`config.mk`:
```
export PLATFORM = sky130hd
export DESIGN_NAME = greek_to_latin_transliterator_unit
export DESIGN_NICKNAME = d
export VERILOG_FILES = /design/src/rtl/core/gtl_pkg.sv /design/src/rtl/core/greek_to_latin_transliterator_unit.sv /design/src/rtl/core/gtl_front.sv /design/src/rtl/core/gtl_queue.sv /design/src/rtl/core/gtl_back.sv
export SDC_FILE = /design/constraint.sdc
export NUM_CORES = 1
export LEC_CHECK = 0
export BUFFER_PORTS_ARGS = -buffer_cell sky130_fd_sc_hd__buf_2
export CAP_MARGIN = 30
export CORE_ASPECT_RATIO = 1.5
export CORE_UTILIZATION = 35
export CTS_CLUSTER_DIAMETER = 100
export DETAILED_ROUTE_END_ITERATION = 10
export MAX_ROUTING_LAYER = met4
export PLACE_DENSITY = 0.63
export SETUP_SLACK_MARGIN = 0.15
export SLEW_MARGIN = 20
export SYNTH_ARGS = -nofsm -noshare
export SYNTH_HDL_FRONTEND = slang
export SYNTH_SLANG_ARGS = --single-unit
```
`constraint.sdc`:
```
create_clock -name clk -period 3.9 [get_ports clk]
set_clock_uncertainty 0.05 [all_clocks]
set_input_delay 0.39 -clock clk [delete_from_list [all_inputs] [get_ports clk]]
set_output_delay 0.39 -clock clk [all_outputs]
set_load 0.02 [all_outputs]
```
`src/rtl/core/gtl_pkg.sv`:
```
// Shared types, codes and the letter table of the Greek to Latin transliterator.
`timescale 1ns / 1ps
`default_nettype none

package gtl_pkg;

  // ISO-8859-7 codes with special handling
  localparam logic [7:0] CODE_MU_UP  = 8'd204;
  localparam logic [7:0] CODE_NU_UP  = 8'd205;
  localparam logic [7:0] CODE_MU_LO  = 8'd236;
  localparam logic [7:0] CODE_NU_LO  = 8'd237;
  localparam logic [7:0] CODE_PI_UP  = 8'd208;
  localparam logic [7:0] CODE_PI_LO  = 8'd240;
  localparam logic [7:0] CODE_TAU_UP = 8'd212;
  localparam logic [7:0] CODE_TAU_LO = 8'd244;
  localparam logic [7:0] CTRL_LIMIT  = 8'd32;

  localparam int RUN_BYTES     = 4;
  localparam int RUN_CNT_W     = 3;
  localparam int RUN_IDX_W     = 2;
  localparam int QUEUE_DEPTH_D = 2;

  typedef enum logic [2:0] {
    NASAL_NONE  = 3'd0,
    NASAL_MU_LO = 3'd1,
    NASAL_MU_UP = 3'd2,
    NASAL_NU_LO = 3'd3,
    NASAL_NU_UP = 3'd4
  } nasal_t;

  typedef struct packed {
    logic [1:0] len;
    logic [7:0] b0;
    logic [7:0] b1;
    logic [7:0] b2;
  } xlat_t;

  // One input's worth of output bytes, emitted bytes[0] first
  typedef struct packed {
    logic [RUN_BYTES-1:0][7:0] bytes;
    logic [RUN_CNT_W-1:0]      cnt;
  } run_t;

  function automatic xlat_t x1(input logic [7:0] a);
    xlat_t r;
    r.len = 2'd1;
    r.b0  = a;
    r.b1  = 8'd0;
    r.b2  = 8'd0;
    return r;
  endfunction

  function automatic xlat_t x2(input logic [7:0] a, input logic [7:0] b);
    xlat_t r;
    r.len = 2'd2;
    r.b0  = a;
    r.b1  = b;
    r.b2  = 8'd0;
    return r;
  endfunction

  function automatic xlat_t x3(input logic [7:0] a, input logic [7:0] b,
                               input logic [7:0] c);
    xlat_t r;
    r.len = 2'd3;
    r.b0  = a;
    r.b1  = b;
    r.b2  = c;
    return r;
  endfunction

  // Latin spelling of a byte of 32 or more; unmapped bytes map to themselves
  function automatic xlat_t xlat(input logic [7:0] c);
    xlat_t r;
    unique case (c)
      8'd193: r = x1("A");
      8'd194: r = x1("V");
      8'd195: r = x1("G");
      8'd196: r = x1("D");
      8'd197: r = x1("E");
      8'd198: r = x1("Z");
      8'd199: r = x1("H");
      8'd200: r = x1("8");
      8'd201: r = x1("I");
      8'd202: r = x1("K");
      8'd203: r = x1("L");
      8'd204: r = x1("M");
      8'd205: r = x1("N");
      8'd206: r = x2("K", "S");
      8'd207: r = x1("O");
      8'd208: r = x1("P");
      8'd209: r = x1("R");
      8'd211: r = x1("S");
      8'd212: r = x1("T");
      8'd213: r = x1("Y");
      8'd214: r = x1("F");
      8'd215: r = x1("X");
      8'd216: r = x2("P", "S");
      8'd217: r = x1("W");
      8'd225: r = x1("a");
      8'd226: r = x1("v");
      8'd227: r = x1("g");
      8'd228: r = x1("d");
      8'd229: r = x1("e");
      8'd230: r = x1("z");
      8'd231: r = x1("h");
      8'd232: r = x1("8");
      8'd233: r = x1("i");
      8'd234: r = x1("k");
      8'd235: r = x1("l");
      8'd236: r = x1("m");
      8'd237: r = x1("n");
      8'd238: r = x2("k", "s");
      8'd239: r = x1("o");
      8'd240: r = x1("p");
      8'd241: r = x1("r");
      8'd242: r = x1("s");
      8'd243: r = x1("s");
      8'd244: r = x1("t");
      8'd245: r = x1("y");
      8'd246: r = x1("f");
      8'd247: r = x1("x");
      8'd248: r = x2("p", "s");
      8'd249: r = x1("w");
      8'd182: r = x2("'", "A");
      8'd184: r = x2("'", "E");
      8'd185: r = x2("'", "H");
      8'd186: r = x2("'", "I");
      8'd188: r = x2("'", "O");
      8'd191: r = x2("'", "W");
      8'd190: r = x2("'", "Y");
      8'd220: r = x2("a", "'");
      8'd221: r = x2("e", "'");
      8'd222: r = x2("h", "'");
      8'd223: r = x2("i", "'");
      8'd252: r = x2("o", "'");
      8'd254: r = x2("w", "'");
      8'd253: r = x2("y", "'");
      8'd250: r = x2("i", "\"");
      8'd251: r = x2("y", "\"");
      8'd192: r = x3("i", "'", "\"");
      8'd224: r = x3("y", "'", "\"");
      default: r = x1(c);
    endcase
    return r;
  endfunction

endpackage

`default_nettype wire

```
`src/rtl/core/greek_to_latin_transliterator_unit.sv`:
```
// Top level of the ISO-8859-7 Greek to Latin transliterator.
// Each run is registered in the queue, then in the emitter, before its first byte is offered.
// Throughput: the emitter sends one byte per cycle while out_ready is high; an input yields
// 0 to 4 bytes; the input side takes a byte every cycle while the run queue has room.
// Reset: synchronous active-low rst_n clears the held nasal, the queue and the emitter.
`timescale 1ns / 1ps
`default_nettype none

module greek_to_latin_transliterator_unit #(
  parameter int QUEUE_DEPTH = gtl_pkg::QUEUE_DEPTH_D
) (
  input  wire logic       clk,
  input  wire logic       rst_n,
  input  wire logic       in_valid,
  output logic            in_ready,
  input  wire logic [7:0] in_byte,
  output logic            out_valid,
  input  wire logic       out_ready,
  output logic [7:0]      out_byte,
  output logic            out_last_of_run
);
  import gtl_pkg::*;

  // front end -> queue
  logic q_push;
  run_t push_run;
  logic q_not_full;
  // queue -> emitter
  logic q_pop;
  logic q_not_empty;
  run_t head_run;

  // classify each byte, resolve the held nasal, build the run of bytes
  gtl_front u_front (
    .clk      (clk),
    .rst_n    (rst_n),
    .in_valid (in_valid),
    .in_ready (in_ready),
    .in_byte  (in_byte),
    .q_ready  (q_not_full),
    .q_push   (q_push),
    .q_run    (push_run)
  );

  // decouples input transfers from a stalled output
  gtl_queue #(
    .DEPTH (QUEUE_DEPTH)
  ) u_queue (
    .clk       (clk),
    .rst_n     (rst_n),
    .push      (q_push),
    .push_run  (push_run),
    .not_full  (q_not_full),
    .pop       (q_pop),
    .not_empty (q_not_empty),
    .head_run  (head_run)
  );

  // one byte per output transfer; last flag on the run's final byte
  gtl_back u_back (
    .clk             (clk),
    .rst_n           (rst_n),
    .q_valid         (q_not_empty),
    .q_run           (head_run),
    .q_pop           (q_pop),
    .out_valid       (out_valid),
    .out_ready       (out_ready),
    .out_byte        (out_byte),
    .out_last_of_run (out_last_of_run)
  );

  // never write a full queue
  a_no_overflow: assert property (@(posedge clk) disable iff (!rst_n)
    q_push |-> q_not_full)
    else $error("run queue overflow");

  // never pop an empty queue
  a_no_underflow: assert property (@(posedge clk) disable iff (!rst_n)
    q_pop |-> q_not_empty)
    else $error("run queue underflow");

  // a control byte always yields a run of its own
  a_ctrl_runs: assert property (@(posedge clk) disable iff (!rst_n)
    (in_valid && in_ready && (in_byte < CTRL_LIMIT)) |-> q_push)
    else $error("control byte produced no run");

  // a run pushed into an empty queue with the emitter idle is popped at the next
  // edge, so its first byte is offered the cycle after that
  a_emit_follows: assert property (@(posedge clk) disable iff (!rst_n)
    (q_push && !out_valid && !q_not_empty) |=> ##1 out_valid)
    else $error("emitter did not pick up queued run");

endmodule

`default_nettype wire

```
`src/rtl/core/gtl_front.sv`:
```
// Front end: takes input bytes, tracks the held nasal and builds output runs.
`timescale 1ns / 1ps
`default_nettype none

module gtl_front (
  input  wire logic          clk,
  input  wire logic          rst_n,
  input  wire logic          in_valid,
  output logic               in_ready,
  input  wire logic [7:0]    in_byte,
  input  wire logic          q_ready,
  output logic               q_push,
  output gtl_pkg::run_t      q_run
);
  import gtl_pkg::*;

  nasal_t pending_r, pending_nxt;
  nasal_t new_p;
  xlat_t  map;
  xlat_t  buf_x;
  logic   accept;
  logic   ctrl;
  logic   has_p;
  logic   labial;
  logic   stop;
  logic   lead;
  logic [7:0] plain_ch;
  logic [7:0] merged_ch;
  logic [RUN_CNT_W-1:0] buf_cnt;

  assign in_ready = q_ready;
  assign accept   = in_valid && q_ready;
  assign ctrl     = in_byte < CTRL_LIMIT;
  assign map      = xlat(in_byte);

  always_comb begin
    unique case (pending_r)
      NASAL_MU_LO: begin plain_ch = "m"; merged_ch = "b"; end
      NASAL_MU_UP: begin plain_ch = "M"; merged_ch = "B"; end
      NASAL_NU_LO: begin plain_ch = "n"; merged_ch = "d"; end
      NASAL_NU_UP: begin plain_ch = "N"; merged_ch = "D"; end
      default:     begin plain_ch = 8'd0; merged_ch = 8'd0; end
    endcase
  end

  always_comb begin
    unique case (in_byte)
      CODE_MU_LO: new_p = NASAL_MU_LO;
      CODE_MU_UP: new_p = NASAL_MU_UP;
      CODE_NU_LO: new_p = NASAL_NU_LO;
      CODE_NU_UP: new_p = NASAL_NU_UP;
      default:    new_p = NASAL_NONE;
    endcase
  end

  assign has_p  = pending_r != NASAL_NONE;
  assign labial = pending_r == NASAL_MU_LO || pending_r == NASAL_MU_UP;
  assign stop   = labial ? (in_byte == CODE_PI_UP || in_byte == CODE_PI_LO)
                         : (in_byte == CODE_TAU_UP || in_byte == CODE_TAU_LO);
  assign lead   = has_p && !stop;
  // nasal followed by its stop collapses to one merged letter
  assign buf_x  = (has_p && stop) ? x1(merged_ch) : map;
  assign buf_cnt = (new_p == NASAL_NONE) ? RUN_CNT_W'(buf_x.len) : '0;

  always_comb begin
    q_run = '0;
    if (ctrl) begin
      q_run.bytes[0] = in_byte;
      q_run.cnt      = RUN_CNT_W'(1);
    end else if (lead) begin
      q_run.bytes[0] = plain_ch;
      q_run.bytes[1] = buf_x.b0;
      q_run.bytes[2] = buf_x.b1;
      q_run.bytes[3] = buf_x.b2;
      q_run.cnt      = buf_cnt + RUN_CNT_W'(1);
    end else begin
      q_run.bytes[0] = buf_x.b0;
      q_run.bytes[1] = buf_x.b1;
      q_run.bytes[2] = buf_x.b2;
      q_run.cnt      = buf_cnt;
    end
  end

  // runs with no bytes (nasal held) never enter the queue
  assign q_push = accept && (q_run.cnt != '0);

  always_comb begin
    pending_nxt = pending_r;
    if (accept && !ctrl) begin
      pending_nxt = new_p;
    end
  end

  always_ff @(posedge clk) begin
    if (!rst_n) begin
      pending_r <= NASAL_NONE;
    end else begin
      pending_r <= pending_nxt;
    end
  end

endmodule

`default_nettype wire

```
`src/rtl/core/gtl_queue.sv`:
```
// Short run queue between front end and emitter.
`timescale 1ns / 1ps
`default_nettype none

module gtl_queue #(
  parameter int DEPTH = gtl_pkg::QUEUE_DEPTH_D
) (
  input  wire logic          clk,
  input  wire logic          rst_n,
  input  wire logic          push,
  input  wire gtl_pkg::run_t push_run,
  output logic               not_full,
  input  wire logic          pop,
  output logic               not_empty,
  output gtl_pkg::run_t      head_run
);
  import gtl_pkg::*;

  localparam int PTR_W = $clog2(DEPTH);
  localparam int CNT_W = $clog2(DEPTH + 1);

  run_t             store [DEPTH];
  logic [PTR_W-1:0] wr_ptr_r, wr_ptr_nxt;
  logic [PTR_W-1:0] rd_ptr_r, rd_ptr_nxt;
  logic [CNT_W-1:0] fill_r, fill_nxt;

  assign not_full  = fill_r != CNT_W'(DEPTH);
  assign not_empty = fill_r != '0;
  assign head_run  = store[rd_ptr_r];

  always_comb begin
    wr_ptr_nxt = wr_ptr_r;
    rd_ptr_nxt = rd_ptr_r;
    fill_nxt   = fill_r;
    if (push) begin
      wr_ptr_nxt = (wr_ptr_r == PTR_W'(DEPTH - 1)) ? '0 : wr_ptr_r + PTR_W'(1);
    end
    if (pop) begin
      rd_ptr_nxt = (rd_ptr_r == PTR_W'(DEPTH - 1)) ? '0 : rd_ptr_r + PTR_W'(1);
    end
    if (push && !pop) begin
      fill_nxt = fill_r + CNT_W'(1);
    end else if (pop && !push) begin
      fill_nxt = fill_r - CNT_W'(1);
    end
  end

  always_ff @(posedge clk) begin
    if (push) begin
      store[wr_ptr_r] <= push_run;
    end
  end

  always_ff @(posedge clk) begin
    if (!rst_n) begin
      wr_ptr_r <= '0;
      rd_ptr_r <= '0;
      fill_r   <= '0;
    end else begin
      wr_ptr_r <= wr_ptr_nxt;
      rd_ptr_r <= rd_ptr_nxt;
      fill_r   <= fill_nxt;
    end
  end

endmodule

`default_nettype wire

```
`src/rtl/core/gtl_back.sv`:
```
// Emitter: plays out one run a byte per cycle while out_ready is high, flagging its final byte.
`timescale 1ns / 1ps
`default_nettype none

module gtl_back (
  input  wire logic          clk,
  input  wire logic          rst_n,
  input  wire logic          q_valid,
  input  wire gtl_pkg::run_t q_run,
  output logic               q_pop,
  output logic               out_valid,
  input  wire logic          out_ready,
  output logic [7:0]         out_byte,
  output logic               out_last_of_run
);
  import gtl_pkg::*;

  run_t                 cur_r, cur_nxt;
  logic                 act_r, act_nxt;
  logic [RUN_IDX_W-1:0] idx_r, idx_nxt;
  logic                 last;
  logic                 xfer;

  assign last            = (RUN_CNT_W'(idx_r) + RUN_CNT_W'(1)) == cur_r.cnt;
  assign xfer            = act_r && out_ready;
  assign out_valid       = act_r;
  assign out_byte        = cur_r.bytes[idx_r];
  assign out_last_of_run = last;
  assign q_pop           = q_valid && (!act_r || (xfer && last));

  always_comb begin
    cur_nxt = cur_r;
    act_nxt = act_r;
    idx_nxt = idx_r;
    if (q_pop) begin
      cur_nxt = q_run;
      act_nxt = 1'b1;
      idx_nxt = '0;
    end else if (xfer) begin
      if (last) begin
        act_nxt = 1'b0;
      end else begin
        idx_nxt = idx_r + RUN_IDX_W'(1);
      end
    end
  end

  always_ff @(posedge clk) begin
    cur_r <= cur_nxt;
  end

  always_ff @(posedge clk) begin
    if (!rst_n) begin
      act_r <= 1'b0;
      idx_r <= '0;
    end else begin
      act_r <= act_nxt;
      idx_r <= idx_nxt;
    end
  end

endmodule

`default_nettype wire
```
==> results of run 1 <==
## worst register-to-register path, cell delays in order (launching register included)
cell,delay [ns]
dfxtp_1,0.32
xnor2_1,0.18
or4b_4,0.51
and2_4,0.18
o211a_4,0.24
o21a_1,0.22
inv_2,0.07
ha_1,0.24
nor3_2,0.18
inv_1,0.11
o21ai_4,0.14
a21oi_1,0.09
ha_1,0.32
or3_1,0.34
a21boi_0,0.17
## power by group through the flow
stage                     Combinational, uW  Sequential [uW]  Clock [uW]
after floorplan                         584             1460           0
after global placement                  821             1480           0
after detailed placement                831             1490           0
after CTS                               838             1470         903
after global routing                    906             1490         942
final                                   829             1470         888
## layer usage
layer	vias up	track usage (%)
li1	1972	-
met1	1984	20.67
met2	140	34.39
met3	43	2.110
met4	0	11.96
met5	-	-
## final timing paths
path / start / to
setup / recovery: in_byte[0] / u_queue.fill_r[1]
hold / removal: rst_n / u_back.out_valid
setup reg to reg: u_front.pending_r[0] / u_queue.fill_r[1]
hold reg to reg: u_queue.store[0][7] / u_back.cur_r[7]
## registers in the layout, summed over array words and instances (netlist names)
| name | flops |
|---|---|
| u_back.cur_r | 27 |
| u_back.idx_r | 2 |
| u_back.out_valid | 1 |
| u_front.pending_r | 3 |
| u_queue.fill_r | 2 |
| u_queue.rd_ptr_r | 1 |
| u_queue.store | 54 |
| u_queue.wr_ptr_r | 1 |
## cell families after synthesis
| group | synth area share (%) |
|---|---|
| fa+ha+maj | 0.7188 |
| simple gates | 17.08 |
| flops | 50.41 |
| buf+inv | 4.001 |
| mux | 8.433 |
| compound gates | 17.18 |
| xor+xnor | 2.180 |
## through the flow
stage / cells / utilization (%)
after floorplan: 495 / -
after global placement: 727 / 40.56
after detailed placement: 727 / 40.56
after CTS: 742 / 42.67
after global routing: 743 / 42.72
final: 743 / 42.72
## timing repair
action,in CTS,in global routing
hold endpoints to repair,0,0
endpoints found under the setup margin,0,1
buffers inserted,0,1
hold buffers,0,0
## final cells by class
class,instances,area (um^2),area share (%)
timing repair buffer,78,580.6,9.355
clock inverter,5,77.57,1.250
clock buffer,10,229.0,3.690
multi-input combinational,354,2407,38.79
sequential,91,2633,42.42
inverter,9,33.78,0.5444
tap,196,245.2,3.952
## placed cells by master, fill, tap and decap left out, drive strengths merged, types with 12 or more instances in the layout
cell | synthesis | layout
edfxtp | 81 | 81
buf | 17 | 78
nand2 | 39 | 39
nor2 | 38 | 38
o21ai | 32 | 32
mux2 | 28 | 28
a21oi | 22 | 22
nand3 | 16 | 16
nor3 | 14 | 14
and2 | 12 | 12
==> summary.md, run 1 <==
| Metric | Value |
|---|---|
| Status | finished clean |
| Sw power | 893.9 uW |
| PD cells | 512.8 nW/um^2 |
| YS warnings | 0 |
| Total number of vias | 4139 |
| Register area share after synthesis | about half |
| Fin. Hold Viols | 0 |
| Clock power frac | around 28% |
| Met2 Routed Length | 7274 um |
| Min cycle time layout | 3.549 ns |
| Initial antenna violation count | 0 |
| Worst path cell trace | buf_2, or3_4, or4b_4, and2_4, o211a_4, o21a_1, inv_2, ha_1, nor3_2, inv_1, o21ai_4, a21oi_1, ha_1, or3_1, a21boi_0 |
| Top sig layer | met4 |
| Hold WC Path Type | input port to flip-flop |
| RSZ-0062 raised after global routing | false |
| Buf/Inv on CP | 3 |
| Global-route wire length before repair | 21950 um |
| # resized after CTS | 0 |
| Die area | between 15000 and 20000 um^2 |
| Worst hold path depth | 2 |
| Cell Area, Synth | 5223 um^2 |
| DR WL/cell | 18.66 um |
| Final Cycle Share | 91.00% |
| Clock Latency Late Sink | ~0.33 ns |
| Clk slew on worst S/H paths | 0.06 ns |
| Filler cells | 1410 |
| H-tree depth | 3 |
| Setup TNS | 0 ns |
| Int Pwr | between 2000 and 2500 uW |
| R2R cell count | 14 |
| Pin count of the biggest net entering global routing | 33 |
| Post-synth EDFFs | 81 |
| Reg2Reg Setup Slack | about 0.46 ns |
| Setup Viol. Count Final | 0 |
| Slew HR | 44.61% |
| DRT iter0 DRCs | approximately 460 |
| Clock Tree Root | clkbuf_16 |
| Met3 WL | 406 um |
| Syn nets | between 500 and 600 |
| Critical-path maximum fanout | 4 |
| CTS buffer count | 9 |
| Die X | 101.7 um |
| Remaining DRCs | 0 |
| P_leak | 0.002152 uW |
| Top-area cell type share of the netlist area | 46.57% |
| Total grt overflow | 0 |
| Top cells by area, synth | edfxtp_1 47%, mux2_2 6.0%, dfxtp_1 3.8% |
| Post-route cell area | 6206 um^2 |
| Kind of critical path | input port to flip-flop |
| CP Launch Type | input port |
| Net Sw Frac | between 20 and 30% |
| Comb pwr share | between 20% and 30% |
| Ys async rst share | 0% |
| CP most frequent cell | ha_1 |
| Pwr Total | 3182 uW |
| Sequential Power Share | 46.1% |
| Post-Synthesis Cells | 495 |
| Area of placed instances | about 6000 um^2 |
| WHS | 0.3339 ns |
| Routability Congestion | 0.9760 |
| Tightest Pin Transition | 0.8297 ns |
| Core outline area | 14530 um^2 |
| Post-DRT Antenna Nets | 0 |
| Rows | 54 |
| Crit end category | flip-flop |
| Initial cell density of the core | about 36% |
| CTS tree | built |
| Max Slew Vio Count | 0 |
| Synth top cells by count | 81 x edfxtp_1, 39 x nand2_1, 38 x nor2_1 |
| Unique masters post-synth | 72 |
| Area Growth Syn to Fin | 18.83% |
| Clock tree buffer depth | 2 |
| Max IR drop VDD | 228.5 uV |
| Vias/cell | 5.571 |
| Port Buf Inserts | 22 |
| Max-cap viol count | 0 |
| Arr. time, crit path | 3.75 ns |
| Nets | 558 |
| Layout cells sized above 1 | 24.86% |
| DP Worst Slack | 0.02044 ns |
| Number of global-route vias before repair | 4098 |
| Ant. Diodes | 0 |
| Final worst slack | around 0.35 ns |
| Worst path depth | 15 |
| IO Pins | 23 |
| Most used DFF post-synth | edfxtp_1 |
| Mean Syn Cell Area | 10.55 um^2 |
| Final HPWL DP | 10550 um |
| FF+latch count, synth | 91 |
| Metal-1 WL | 5437 um |
| Crit path max-delay family | simple AND/OR/NAND/NOR gates |
| Most common cell in the netlist | edfxtp_1 |
| Largest stage delay on the critical path | about 0.54 ns |
| CP max stage cell | or4b_4 |
| Total iterations of the first detailed-routing run | 5 |
| Post-synth top area cell | edfxtp_1 |
| CTS sink count | 91 |
| Die H | about 150 um |
| Total global-route track usage | 19.47% |
| Critical path required time | 4.10 ns |
| Final wirelength | ~14000 um |
| Fmax | between 200 and 300 MHz |
No activity file was read; power rests on OpenSTA's default activity.
==> run 2, diff against run 1 <==
--- a/config.mk
+++ b/config.mk
@@ -5,7 +5,7 @@
 export SDC_FILE = /design/constraint.sdc
 export NUM_CORES = 1
 export LEC_CHECK = 0
-export BUFFER_PORTS_ARGS = -buffer_cell sky130_fd_sc_hd__buf_2
+export BUFFER_PORTS_ARGS = -buffer_cell sky130_fd_sc_hd__clkbuf_2
 export CAP_MARGIN = 30
 export CORE_ASPECT_RATIO = 1.5
 export CORE_UTILIZATION = 35
==> run 2 against run 1 <==
  * Combinational power is 2% lower
  * Sequential cell count stayed put
  * Via count is 0.89% lower
  * Routed wire length is 0.97% lower
  * Highest routed layer unchanged
  * Critical endpoint unchanged
  * Register-to-register slack better by 0.04 ns
  * First-iteration DRC count is 57% lower
  * Sequential power hardly changed
==> summary.md, run 2 (same netlist as run 1, synthesis figures left out) <==
| Metric | Value |
|---|---|
| Total grt overflow | 0 (unchanged) |
| Storage element area | 2634 um^2 (about the same) |
| IO Pins | 23 (unchanged) |
| Core outline area | 14530 um^2 (unchanged) |
| Pin count of the biggest net entering global routing | 41 (+24%) |
| Ant. Diodes | 0 (unchanged) |
| Die H | 151.6 um (unchanged) |
| Reg2Reg Setup Slack | 0.50 ns (+0.04 ns) |
| Max Slew Vio Count | 0 (unchanged) |
| # resized after CTS | 0 (unchanged) |
| Global-route wire length before repair | 21860 um (-0.41%) |
| PD cells | 502.7 nW/um^2 (-2.0%) |
| DRT iter0 DRCs | 199 (-57%) |
| Area of the multi-input gates | 2407 um^2 (unchanged) |
| DR WL/cell | 18.60 um (-0.30%) |
| Final Cycle Share | 90.76% (-0.24 points) |
| Max IR drop VDD | 193.4 uV (-15%) |
| Area Growth Syn to Fin | 17.92% |
| Nets | 553 (-0.90%) |
| CP Launch Type | input port |
| Top flop regs | u_queue.store x54, u_back.cur_r x27, u_front.pending_r x3 |
| Critical path required time | 4.10 ns (about the same) |
| Clk slew on worst S/H paths | 0.06 ns (about the same) |
| Die X | 101.7 um (unchanged) |
| Slew HR | 40.78% (-3.8 points) |
| Total global-route track usage | 19.43% (-0.042 points) |
| Setup Viol. Count Final | 0 (unchanged) |
| Kind of critical path | input port to flip-flop |
| CP most frequent cell | ha_1 |
| Clock Tree Root | clkbuf_16 |
| Clock tree buffer depth | 2 (unchanged) |
| Max-cap viol count | 0 (unchanged) |
| Worst path cell trace | clkbuf_2, or3_4, or4b_4, and2_4, o211a_4, o21a_1, inv_2, ha_1, nor3_2, inv_1, o21ai_4, a21oi_1, ha_1, or3_1, a21boi_0 |
| Initial cell density of the core | 35.95% (unchanged) |
| Die area | 15420 um^2 (unchanged) |
| CTS sink count | 91 (unchanged) |
| Arr. time, crit path | 3.74 ns (about the same) |
| Final HPWL DP | 10390 um (-1.5%) |
| Port Buf Inserts | 22 (unchanged) |
| Total number of vias | 4102 (-0.89%) |
| Initial antenna violation count | 0 (unchanged) |
| Total iterations of the first detailed-routing run | 5 (unchanged) |
| Routability Congestion | 0.9908 (+1.5%) |
| Rows | 54 (unchanged) |
| Critical-path maximum fanout | 3 (-1) |
| CP max stage cell | or4b_4 |
| Tightest Pin Transition | 0.8771 ns (+0.04742 ns) |
| Buf/Inv on CP | 3 (unchanged) |
| Number of global-route vias before repair | 4089 (-0.22%) |
| Status | finished clean |
| Largest reg by FF count | u_queue.store |
| Area of placed instances | 5876 um^2 (-0.28%) |
| RSZ-0062 raised after global routing | false |
| Largest stage delay on the critical path | 0.53 ns (about the same) |
| H-tree depth | 3 (unchanged) |
| Post-CTS setup buffers | 0 (unchanged) |
| Post-DRT Antenna Nets | 0 (unchanged) |
| Commonest cells after routing, fill and taps aside | 81 x edfxtp_1, 46 x buf_4, 39 x nand2_1 |
| Fmax | 282.5 MHz (+0.26%) |
| Fin. Hold Viols | 0 (unchanged) |
| Clock Latency Late Sink | 0.32 ns (about the same) |
| Vias/cell | 5.558 (-0.22%) |
| CTS buffer count | 9 (unchanged) |
| Layout cells sized above 1 | 24.35% (-0.51 points) |
| Min cycle time layout | 3.540 ns (-0.009261 ns) |
| Crit path max-delay family | simple AND/OR/NAND/NOR gates |
| Filler cells | 1395 (-1.1%) |
| Commonest non-fill, non-tap cell in the layout | edfxtp_1 |
| Final wirelength | 13730 um (-0.97%) |
| Cts hold-fix bufs | 0 (unchanged) |
| Setup TNS | 0 ns (unchanged) |
| CTS tree | built |
| Remaining DRCs | 0 (unchanged) |
| Hold WC Path Type | input port to flip-flop |
| P_leak | 0.002119 uW (-1.5%) |
| Post-route cell area | 6158 um^2 (-0.77%) |
| Crit end category | flip-flop |
| Max reg flops | 54 (unchanged) |
[run 2: worst register-to-register path, stage by stage (launching register included)]
cell	delay (ns)
dfxtp_1	0.32
xnor2_1	0.17
or4b_4	0.50
and2_4	0.18
o211a_4	0.24
o21a_1	0.21
inv_2	0.06
ha_1	0.24
nor3_2	0.20
inv_1	0.11
o21ai_4	0.13
a21oi_1	0.08
ha_1	0.33
or3_1	0.34
a21boi_0	0.15
[run 2: final cells by class]
| type | count | share of cell area, % |
|---|---|---|
| clock buffer | 9 | 3.657 |
| tap | 196 | 3.982 |
| clock inverter | 6 | 0.9346 |
| timing repair buffer | 73 | 9.021 |
| sequential | 91 | 42.77 |
| inverter | 9 | 0.5486 |
| multi-input combinational | 354 | 39.09 |
[run 2: layer usage]
layer	routed length, um	up-vias	part of all wire (%)	track usage, %
li1	-	1964	-	-
met1	5359	1978	39	21.46
met2	7220	123	53	33.72
met3	412	37	3.0	1.606
met4	735	0	5.4	11.96
met5	0	-	0	-
[run 2: stage by stage]
stage / setup WS [ns] / hold slack, ns / cells / power (uW) / utilization, %
after floorplan: 0.1507 / 0.4408 / 495 / 2040 / -
after global placement: 0.08849 / 0.4568 / 723 / 2297 / 40.44
after detailed placement: 0.01722 / 0.4808 / 723 / 2324 / 40.45
after CTS: 0.3569 / 0.3464 / 738 / 3137 / 42.39
after global routing: 0.2573 / 0.3819 / 738 / 3258 / 42.39
final: 0.3603 / 0.3512 / 738 / 3096 / 42.39
[run 2: worst paths after layout]
path / startpoint / cells past startpoint / to
hold / removal: rst_n / 2 / u_back.out_valid
hold reg to reg: u_queue.fill_r[1] / 2 / u_queue.fill_r[1]
setup reg to reg: u_front.pending_r[1] / 14 / u_queue.fill_r[1]
setup / recovery: in_byte[0] / 15 / u_queue.fill_r[1]
[run 2: where the power goes]
group	internal, uW	leakage, uW	switching [uW]	total [uW]
registers	1380	0.000850	98.8	1480
clock network	486	0.000132	323	809
logic	345	0.00114	465	810
total	2210	0.00212	886	3100
